**src/sv/tcw_pkg.sv**
```systemverilog
// tcw_pkg: shared constants, types and helpers for the text console writer.
// Screen geometry, opcode codes, cell layout and the RAM request bundle.
// No dependencies.
package tcw_pkg;

    localparam int COLS   = 80;
    localparam int ROWS   = 60;
    localparam int CELLS  = ROWS * COLS;
    localparam int COPY_N = (ROWS - 1) * COLS;
    localparam int ADDR_W = $clog2(CELLS);

    localparam int COL_W  = 7;   // col_in / cursor_col field
    localparam int ROW_W  = 6;   // row_in / cursor_row field
    localparam int CROW_W = 7;   // internal cursor row, holds ROWS when a scroll is pending

    localparam logic [1:0] OP_PUT   = 2'd0;
    localparam logic [1:0] OP_SET   = 2'd1;
    localparam logic [1:0] OP_CLEAR = 2'd2;
    localparam logic [1:0] OP_READ  = 2'd3;

    localparam logic [7:0] NEWLINE_CODE = 8'd10;
    localparam logic [7:0] RESET_ATTR   = 8'h0F;
    localparam logic [7:0] BLANK_CHAR   = 8'h00;

    // screen RAM request bundle: one write port and one read port
    typedef struct packed {
        logic              re;
        logic [ADDR_W-1:0] raddr;
        logic              we;
        logic [ADDR_W-1:0] waddr;
        logic [15:0]       wdata;
    } mem_req_t;

    typedef struct packed {
        logic        go;
        logic        scroll;  // 1: shift rows up then blank bottom row, 0: fill all
        logic [15:0] fill;
    } sweep_cmd_t;

    typedef struct packed {
        logic busy;
    } sweep_stat_t;

    function automatic logic [ADDR_W-1:0] cell_addr(input logic [ROW_W-1:0] row,
                                                     input logic [COL_W-1:0] col);
        return ADDR_W'(int'(row) * COLS + int'(col));
    endfunction

endpackage

```
**src/sv/tcw_sweep.sv**
```systemverilog
// tcw_sweep: walks every cell once, for a fill or a scroll-up row copy.
// One address counter plus one write stage behind the registered RAM read.
// Depends on tcw_pkg.
module tcw_sweep
    import tcw_pkg::*;
(
    input  logic        clk,
    input  logic        rst_n,
    input  sweep_cmd_t  cmd,
    input  logic [15:0] rdata,
    output sweep_stat_t stat,
    output mem_req_t    req
);

    logic              issue_reg,  issue_next;
    logic              scroll_reg, scroll_next;
    logic [15:0]       fill_reg,   fill_next;
    logic [ADDR_W-1:0] idx_reg,    idx_next;
    logic              st_valid_reg, st_valid_next;
    logic              st_copy_reg,  st_copy_next;
    logic [ADDR_W-1:0] st_idx_reg,   st_idx_next;
    logic              copy_now;

    // in a scroll, cells above the last row take data from one row further down
    assign copy_now = scroll_reg && (idx_reg < ADDR_W'(COPY_N));

    always_comb
    begin
        issue_next    = issue_reg;
        scroll_next   = scroll_reg;
        fill_next     = fill_reg;
        idx_next      = idx_reg;
        st_valid_next = 1'b0;
        st_copy_next  = st_copy_reg;
        st_idx_next   = st_idx_reg;
        if (cmd.go)
        begin
            issue_next  = 1'b1;
            scroll_next = cmd.scroll;
            fill_next   = cmd.fill;
            idx_next    = '0;
        end
        else if (issue_reg)
        begin
            st_valid_next = 1'b1;
            st_copy_next  = copy_now;
            st_idx_next   = idx_reg;
            idx_next      = idx_reg + ADDR_W'(1);
            if (idx_reg == ADDR_W'(CELLS - 1))
            begin
                issue_next = 1'b0;
            end
        end
    end

    always_ff @(posedge clk or negedge rst_n)
    begin
        if (!rst_n)
        begin
            issue_reg    <= 1'b0;
            st_valid_reg <= 1'b0;
        end
        else
        begin
            issue_reg    <= issue_next;
            st_valid_reg <= st_valid_next;
        end
    end

    always_ff @(posedge clk)
    begin
        scroll_reg  <= scroll_next;
        fill_reg    <= fill_next;
        idx_reg     <= idx_next;
        st_copy_reg <= st_copy_next;
        st_idx_reg  <= st_idx_next;
    end

    always_comb
    begin
        req.re    = issue_reg && copy_now;
        req.raddr = idx_reg + ADDR_W'(COLS);
        req.we    = st_valid_reg;
        req.waddr = st_idx_reg;
        req.wdata = st_copy_reg ? rdata : fill_reg;
    end

    assign stat.busy = issue_reg || st_valid_reg;

endmodule

```
**config.mk**
```make
export PLATFORM = sky130hd
export DESIGN_NAME = tcw_sweep
export DESIGN_NICKNAME = d
export VERILOG_FILES = /design/src/sv/tcw_pkg.sv /design/src/sv/tcw_sweep.sv
export SDC_FILE = /design/constraint.sdc
export NUM_CORES = 1
export LEC_CHECK = 0
export BUFFER_PORTS_ARGS = -buffer_cell sky130_fd_sc_hd__buf_2
export CORE_MARGIN = 2
export CORE_UTILIZATION = 45
export CTS_BUF_LIST = sky130_fd_sc_hd__clkbuf_4
export DETAILED_ROUTE_END_ITERATION = 10
export PLACE_DENSITY_LB_ADDON = 0.08
export SLEW_MARGIN = 20
export SYNTH_ARGS = -nofsm -noshare
export SYNTH_HDL_FRONTEND = slang
export SYNTH_SLANG_ARGS = --single-unit
export TNS_END_PERCENT = 10
```
**constraint.sdc**
```tcl
create_clock -name clk -period 2.3 [get_ports clk]
set_input_delay 0.23 -clock clk [delete_from_list [all_inputs] [get_ports clk]]
set_output_delay 0.23 -clock clk [all_outputs]
set_load 0.01 [all_outputs]
```
==> out/summary.txt, run 1 <==
Status - complete, no violations
Setup Crit Path Kind - reg -> out
Static Leak - 1.10 nW
CP Buf/Inv Count - 1
EDFF count, synth - 31
Placement Cell Area - 0.00245 sq mm
CTS resizes - 0
Max Cap Viol - 0
Avg WL per Cell - 14.2 um
DIE AREA - 0.00514 sq mm
Tmin final - 2.02 ns
Reg power frac - 64.7%
Hold Worst Slack - 0.0326 ns
CP Data Required Time - 2.07 ns
Flops & latches, synth - 46
Setup ws final - 0.281 ns
Share of layout cells above drive strength 1 - 50.0%
Crit. End Element - output pin
Fin Clk Skew - 0.00984 ns
Hold/Removal Path Class - in -> reg
Final Cycle Share - 87.8%
Worst Tran Pin Value - 0.691 ns
Final Util - 57.4%
Met1 GRT Util - 19.6%
Total grt overflow - 0
P_int - 1.12 mW
Crit start category - flip-flop
Critical path peak fanout - 10
Vias in the first global route - 1363
First-pass GRT wire length - 6.52 mm
Switch Pwr - 0.343 mW
Max-slew violation count - 0
Die height - 71.7 um
Initial antenna violation count - 0
Syn Nets - 193
Count of final setup violators - 0
CP cell instances - or3_4 -> o311a_4 -> nor2_2 -> buf_2
Buffers on Ports - 80
Initial Utilization - 47.0%
Vias - 1472
Die Wd - 71.7 um
Crit path max-delay family - simple AND/OR/NAND/NOR gates
Post-synthesis async set-or-reset flop share - 4.35%
Worst ir drop on vdd - 0.000358 V
Drt total wl - 4.04 mm
Post-synthesis average cell area - 13.3 sq um
Ant diodes - 0
Synth Instances - 155
Gpl congestion - 0.725
Yosys cell types - 39
Peak Freq - 0.495 GHz
Switching Share - 23.5%
Power Density - 580 mW/mm^2
Core footprint - 0.00438 sq mm
Worst path max stage delay - 0.44 ns
NumNets Final - 269
Drt via density - 5.18
Cell area after layout - 0.00251 sq mm
Yosys warns - 0
Syn-to-layout area delta - 22.0%
Post-synthesis sequential area ratio - 60.2%
Clock tree buffer depth - 2
DPL Wire Length - 2.88 mm
CTS sink count - 46
# H-tree levels - 2
Cell Area, Synth - 0.00206 sq mm
Max-Slew Margin vs Limit - 53.9%
Comb pwr share - 10.0%
Most Used Layer, Global Route - met2
WP data arrival - 1.79 ns
First-pass DRT Iterations - 4
Dpl ws - 0.593 ns
Clock Latency Late Sink - 0.36 ns
CTS Buf Count - 5
Slowest cell on crit path - or3_4
CTS tree - done
Grt met3 use - 5.34%
RSZ-0062 raised after global routing - false
Clock network power share - 25.3%
Largest net degree at the start of global routing - 34
Initial drt markers - 51
Clock root cell - clkbuf_4
Top FF cell, synth - edfxtp_1
All-Layer GR Usage - 16.4%
Commonest cells after routing, fill and taps aside - buf_2, edfxtp_1, mux2_2
Commonest non-fill, non-tap cell in the layout - buf_2
Final hold violation count - 0
Grt met2 use - 28.3%
Post-route ant nets - 0
Residual DRC - 0
FP Rows - 24
# IOs - 81
Worst-path clk slew - 0.14 ns
Setup TNS - 0 ns
Largest register FFs - 16
[power groups by stage]
stage | Combinational [mW] | Clock (mW) | Sequential (mW)
final | 0.146 | 0.370 | 0.944
after global routing | 0.161 | 0.418 | 0.951
after CTS | 0.149 | 0.384 | 0.945
after detailed placement | 0.147 | 0 | 0.964
after global placement | 0.144 | 0 | 0.961
after floorplan | 0.0751 | 0 | 0.960
[layer usage]
layer / up-vias / part of all wire (%)
met3: 4 / 9.0
li1: 721 / -
met4: 0 / 0.94
met2: 61 / 49
met1: 686 / 41
met5: - / 0
[worst paths after layout]
check / startpoint / end / slack (ns) / depth (start not counted)
max reg2reg: idx_reg[4] / idx_reg[12] / 0.55 / 4
min: cmd[14] / fill_reg[14] / 0.03 / 1
max: idx_reg[8] / req[43] / 0.28 / 4
min in group asynchronous: rst_n / issue_reg / 0.16 / 2
max in group asynchronous: rst_n / st_valid_reg / 2.04 / 2
min reg2reg: idx_reg[1] / st_idx_reg[1] / 0.54 / 0
[cell families after synthesis]
group / Yosys count / synth area share (%)
fa+ha+maj: 2 / 1.21
flops: 46 / 60.2
xor+xnor: 10 / 4.25
simple gates: 42 / 12.2
buf+inv: 16 / 4.79
compound gates: 21 / 7.59
mux: 18 / 9.77
[cell usage after synthesis (2+ instances only)]
| library cell | count | area share (%) |
|---|---|---|
| a21oi_1 | 7 | 1.7 |
| buf_2 | 4 | 0.97 |
| buf_4 | 7 | 2.5 |
| clkbuf_1 | 2 | 0.36 |
| dfrtp_1 | 2 | 2.4 |
| dfxtp_1 | 13 | 13 |
| edfxtp_1 | 31 | 45 |
| ha_1 | 2 | 1.2 |
| inv_1 | 2 | 0.36 |
| mux2_2 | 16 | 8.7 |
| nand2_1 | 7 | 1.3 |
| nand4_1 | 4 | 1.2 |
| nand4_2 | 2 | 1.2 |
| nor2_1 | 8 | 1.5 |
| nor2b_1 | 2 | 0.61 |
| nor4_1 | 3 | 0.91 |
| o21ai_0 | 6 | 1.5 |
| o21ba_1 | 2 | 0.97 |
| o31a_1 | 2 | 0.85 |
| or2_2 | 2 | 0.61 |
| or3_1 | 5 | 1.5 |
| xnor2_1 | 6 | 2.5 |
| xor2_1 | 4 | 1.7 |
[through the flow]
stage	cells	total power [mW]
2_1_floorplan	155	1.04
3_3_place_gp	275	1.11
3_5_place_dp	275	1.11
4_1_cts	284	1.48
5_1_grt	284	1.53
6_report	284	1.46
[area by class of cell]
| cell class | instances | area (sq um) |
|---|---|---|
| tap | 52 | 65.1 |
| clock buffer | 5 | 37.5 |
| fill | 394 | 1870 |
| multi-input combinational | 93 | 722 |
| sequential | 46 | 1240 |
| timing repair buffer | 83 | 425 |
| inverter | 2 | 7.51 |
| clock inverter | 3 | 16.3 |
[repair_timing]
action,4_1_cts,5_1_grt
setup buffers,0,0
hold endpoints to repair,2,0
hold buffers,1,0
(Power assumes the default switching activity.)
==> run 2: changes to the inputs <==
--- a/config.mk
+++ b/config.mk
@@ -5,10 +5,12 @@
 export SDC_FILE = /design/constraint.sdc
 export NUM_CORES = 1
 export LEC_CHECK = 0
+export ABC_AREA = 1
 export BUFFER_PORTS_ARGS = -buffer_cell sky130_fd_sc_hd__buf_2
 export CORE_MARGIN = 2
 export CORE_UTILIZATION = 45
 export CTS_BUF_LIST = sky130_fd_sc_hd__clkbuf_4
+export CTS_CLUSTER_SIZE = 20
 export DETAILED_ROUTE_END_ITERATION = 10
 export PLACE_DENSITY_LB_ADDON = 0.08
 export SLEW_MARGIN = 20
==> constraint.sdc (replaced) <==
create_clock -name clk -period 1.77 [get_ports clk]
set_input_delay 0.177 -clock clk [delete_from_list [all_inputs] [get_ports clk]]
set_output_delay 0.177 -clock clk [all_outputs]
set_load 0.01 [all_outputs]
==> out/summary.txt, run 2 <==
Peak Freq - 0.588 GHz
Setup TNS - 0 ns
Comb pwr share - 11.2%
WP data arrival - 1.52 ns
Buffers on Ports - 80
Post-synthesis sequential area ratio - 59.8%
Switching Share - 20.4%
DIE AREA - 0.00517 sq mm
Post-synthesis average cell area - 11.4 sq um
Power Density - 792 mW/mm^2
Count leader, synth - edfxtp_1
Avg WL per Cell - 12.3 um
Crit. End Element - output pin
FP Rows - 24
Hold/Removal Path Class - in -> async
Max-Slew Margin vs Limit - 74.8%
CP Data Required Time - 1.59 ns
Clock root cell - clkbuf_4
Share of the synthesized area in the top cell type - 44.8%
Vias in the first global route - 1424
Worst Tran Pin Value - 0.377 ns
Yosys warns - 0
Fin Clk Skew - 0.00951 ns
Die Wd - 71.9 um
EDFF count, synth - 31
CTS tree - done
Ranking of synthesized cells by area - edfxtp_1, dfxtp_1, mux2_2
Max Cap Viol - 0
Largest area contributor in the netlist - edfxtp_1
Initial antenna violation count - 0
Critical path peak fanout - 6
Post-synthesis async set-or-reset flop share - 4.35%
Largest net degree at the start of global routing - 17
Synth Instances - 182
Top FF cell, synth - edfxtp_1
Hold Worst Slack - 0.113 ns
Yosys cell types - 27
Worst ir drop on vdd - 0.000448 V
Crit start category - flip-flop
Dpl ws - 0.316 ns
Count of final setup violators - 0
Final hold violation count - 0
CTS Buf Count - 5
Fillers - 370
Largest register FFs - 16
Core footprint - 0.00441 sq mm
Setup ws final - 0.0689 ns
NumNets Final - 321
Gpl congestion - 0.843
Clock network power share - 34.2%
Post-route ant nets - 0
Commonest cells in the netlist - edfxtp_1, nand2_1, nor2_1
Clock tree buffer depth - 2
Residual DRC - 0
P_int - 1.77 mW
First-pass GRT wire length - 6.35 mm
Cell Area, Synth - 0.00208 sq mm
Initial drt markers - 67
Share of layout cells above drive strength 1 - 46.1%
Cell area after layout - 0.00281 sq mm
Syn Nets - 220
Switch Pwr - 0.454 mW
All-Layer GR Usage - 16.0%
Initial Utilization - 47.1%
First-pass DRT Iterations - 5
Total grt overflow - 0
Commonest non-fill, non-tap cell in the layout - buf_2
Worst-path clk slew - 0.13 ns
RSZ-0062 raised after global routing - true
Reg power frac - 54.7%
# IOs - 81
Placement Cell Area - 0.00249 sq mm
Drt total wl - 4.12 mm
# H-tree levels - 2
Flops & latches, synth - 46
Status - complete, no violations
Clock Latency Late Sink - 0.35 ns
Syn-to-layout area delta - 35.2%
Die height - 71.9 um
Tmin final - 1.70 ns
Static Leak - 1.22 nW
DPL Wire Length - 2.97 mm
Ant diodes - 0
Final Cycle Share - 96.1%
Max-slew violation count - 0
CTS sink count - 46
Commonest cells after routing, fill and taps aside - buf_2, edfxtp_1, nand2_1
Setup Crit Path Kind - reg -> out
Vias - 1561
Drt via density - 4.65
==> run 2: changes by cell type in the layout (fill, tap and decap cells not counted), moves of 5 or more <==
cell and change:
nor2_1 +10, inv_1 +14, dlygate4sd3_1 +17, dfxtp_1 -5, nand3_1 +6, nand2_1 +16, or3_1 -5
==> run 2: layer usage <==
layer	track usage, %	share of wire, %	vias to the layer above
met5	0	0	-
met4	5.66	1.3	0
met3	4.03	7.3	5
met2	28.0	48	56
met1	19.3	43	687
li1	-	-	813
==> run 2: cell families (layout without fill, tap and decap cells) <==
| kind of cell | after synthesis | count (layout) | synth area share [%] |
|---|---|---|---|
| multiplexers | 16 | 16 | 8.67 |
| AO/OA/AOI/OAI | 16 | 16 | 3.98 |
| adder cells (fa/ha/maj) | 2 | 2 | 1.20 |
| XOR/XNOR | 8 | 8 | 3.37 |
| flip-flops | 46 | 46 | 59.8 |
| buffers and inverters | 27 | 129 | 6.99 |
| AND/OR/NAND/NOR | 67 | 67 | 16.0 |
==> run 2: layout make-up <==
cell class                 count  area, sq um  share of cell area [%]
inverter                      17         63.8                    2.27
clock buffer                   5         37.5                    1.34
multi-input combinational    109          701                    24.9
clock inverter                 3         63.8                    2.27
tap                           52         65.1                    2.32
timing repair buffer         104          626                    22.3
sequential                    46         1250                    44.6
==> run 2: path summary, 6_finish.rpt <==
kind                                       end  cells after the start  slack [ns]        start
worst max-delay path                   req[41]                      6        0.07   idx_reg[6]
worst min-delay path                 issue_reg                      2        0.11        rst_n
worst max register to register     idx_reg[10]                      6        0.39   idx_reg[0]
worst min register to register  st_idx_reg[12]                      0        0.51  idx_reg[12]
max in group asynchronous         st_valid_reg                      2        1.57        rst_n
min in group clk                   fill_reg[2]                      1        0.23      cmd[17]
==> run 2: through the flow <==
| stage | util [%] | std cells | power (mW) |
|---|---|---|---|
| floorplan | - | 182 | 1.36 |
| global placement | 56.4 | 308 | 1.46 |
| detailed placement | 56.4 | 308 | 1.47 |
| CTS | 63.4 | 336 | 2.25 |
| global route | 63.6 | 336 | 2.31 |
| finish | 63.6 | 336 | 2.22 |
==> run 2: what timing repair did <==
item | in CTS | in global routing
endpoints found under the setup margin | 2 | 5
resized for setup | 5 | 6
pin swaps | 1 | 1
buffers inserted | 2 | 0
hold endpoints to repair | 19 | 0
hold buffers | 18 | 0
==> run 2: power groups by stage <==
stage                     clock (mW)  sequential, mW  combinational, mW
after detailed placement           0            1.25              0.220
after floorplan                    0            1.25              0.113
after global placement             0            1.24              0.216
after CTS                      0.778            1.22              0.252
after global routing           0.817            1.22              0.271
final                          0.760            1.22              0.249
==> run 2: critical path, stage by stage (launching register included) <==
cell and delay [ns]:
dfxtp_1 0.40, inv_1 0.13, nand2_2 0.11, nand3_2 0.08, nor2_1 0.13, xor2_1 0.16
buf_2 0.15
==> run 3: changes to the inputs <==
--- a/config.mk
+++ b/config.mk
@@ -8,7 +8,7 @@
 export ABC_AREA = 1
 export BUFFER_PORTS_ARGS = -buffer_cell sky130_fd_sc_hd__buf_2
 export CORE_MARGIN = 2
-export CORE_UTILIZATION = 45
+export CORE_UTILIZATION = 50
 export CTS_BUF_LIST = sky130_fd_sc_hd__clkbuf_4
 export CTS_CLUSTER_SIZE = 20
 export DETAILED_ROUTE_END_ITERATION = 10
==> constraint.sdc (replaced) <==
create_clock -name clk -period 1.9 [get_ports clk]
set_input_delay 0.19 -clock clk [delete_from_list [all_inputs] [get_ports clk]]
set_output_delay 0.19 -clock clk [all_outputs]
set_load 0.01 [all_outputs]
==> out/summary.txt, run 3 (synthesis results as in run 2) <==
Initial drt markers - 80
Max Cap Viol - 0
Die height - 68.5 um
Placed insts - 306
Final Cycle Share - 94.2%
Largest net degree at the start of global routing - 17
Power Density - 665 mW/mm^2
Peak Freq - 0.559 GHz
Syn-to-layout area delta - 31.9%
Commonest non-fill, non-tap cell in the layout - buf_2
Max-slew violation count - 0
CP Data Required Time - 1.71 ns
Worst path max stage delay - 0.40 ns
Crit. End Element - output pin
WP data arrival - 1.60 ns
Avg WL per Cell - 12.6 um
# IOs - 81
Clock root cell - clkbuf_4
Commonest cells after routing, fill and taps aside - buf_2, edfxtp_1, nand2_1
Initial Utilization - 51.9%
First-pass GRT wire length - 5.94 mm
Worst Tran Pin Value - 0.346 ns
Setup Crit Path Kind - reg -> out
CP cell instances - ha_1 -> inv_1 -> nand2_1 -> nand2_1 -> nor2_2 -> xor2_1 -> buf_2
All-Layer GR Usage - 17.8%
NumNets Final - 319
CTS tree - done
Non-filler instance count after layout - 332
Worst-path clk slew - 0.12 ns
FP Rows - 23
Setup TNS - 0 ns
Clock tree buffer depth - 2
Gpl congestion - 0.771
Hold/Removal Path Class - in -> async
CTS sink count - 46
Initial antenna violation count - 0
Fillers - 329
Drt total wl - 4.19 mm
Vias - 1557
Total grt overflow - 0
CP Launch Point - idx_reg[4]
Vias in the first global route - 1329
Residual DRC - 0
Clock Latency Late Sink - 0.36 ns
Final hold violation count - 0
Die Wd - 68.5 um
Worst ir drop on vdd - 0.000432 V
DIE AREA - 0.00469 sq mm
Count of final setup violators - 0
Tmin final - 1.79 ns
Largest register FFs - 16
Post-route ant nets - 0
Core footprint - 0.00400 sq mm
Crit start category - flip-flop
Ant diodes - 0
Critical path peak fanout - 7
Fin Clk Skew - 0.0111 ns
Status - complete, no violations
DPL Wire Length - 2.98 mm
First-pass DRT Iterations - 4
Max-Slew Margin vs Limit - 76.9%
Crit path top cell by count - nand2_1
CTS Buf Count - 5
Slowest cell on crit path - dfxtp_4
Drt via density - 4.69
RSZ-0062 raised after global routing - false
R2R Path Start - idx_reg[0]
Static Leak - 1.19 nW
# H-tree levels - 2
Buffers on Ports - 80
Setup Fix Bufs, Post-CTS - 0
Share of layout cells above drive strength 1 - 44.3%
## run 3: worst max-delay path: cells and delay by family, from the launching register on
kind | cells | cell delay, ns
xor+xnor | 1 | 0.15
fa+ha+maj | 1 | 0.18
buf+inv | 2 | 0.21
flops | 1 | 0.40
simple gates | 3 | 0.31
## run 3: final cells by class
type | instances | area, sq um | share of cell area [%]
multi-input combinational | 109 | 693 | 25.3
tap | 50 | 62.6 | 2.28
clock inverter | 3 | 21.3 | 0.777
sequential | 46 | 1250 | 45.6
timing repair buffer | 102 | 611 | 22.3
inverter | 17 | 63.8 | 2.33
clock buffer | 5 | 37.5 | 1.37
## run 3: path summary, 6_finish.rpt
path,slack [ns],cells past startpoint,end
setup / recovery,0.11,7,req[40]
hold / removal,0.12,2,st_valid_reg
setup reg to reg,0.53,6,idx_reg[10]
hold reg to reg,0.49,0,st_idx_reg[5]
max in group asynchronous,1.69,2,issue_reg
min in group clk,0.17,2,idx_reg[3]
## run 3: layer usage
metal / up-vias / GRT usage, % / share of wire [%]
met4: 0 / 6.75 / 1.3
met2: 59 / 31.1 / 50
met1: 688 / 20.3 / 40
li1: 804 / - / -
met3: 6 / 5.43 / 8.5
met5: - / 0 / 0
## run 3: per-stage QoR
| step | hold slack, ns | setup slack (ns) | power, mW | cell area [sq um] | util [%] |
|---|---|---|---|---|---|
| after CTS | 0.000919 | 0.0624 | 1.84 | 2710 | 67.8 |
| after detailed placement | -0.0247 | 0.420 | 1.37 | 2490 | 62.2 |
| after floorplan | -0.106 | 0.377 | 1.27 | 2080 | - |
| after global routing | 0.139 | 0.0111 | 1.91 | 2740 | 68.5 |
| after global placement | -0.0231 | 0.450 | 1.36 | 2490 | 62.2 |
| final | 0.122 | 0.110 | 1.82 | 2740 | 68.5 |
## run 3: power breakdown
part,internal [mW],switching [mW],total [mW]
combinational,0.129,0.105,0.233
clock,0.144,0.309,0.453
sequential,1.12,0.0179,1.13
## run 3: repair_timing
action                                 4_1_cts  5_1_grt
setup endpoints to repair                    1        2
hold buffers                                16        2
resized for setup                            2        4
endpoints found under the hold margin       17        2
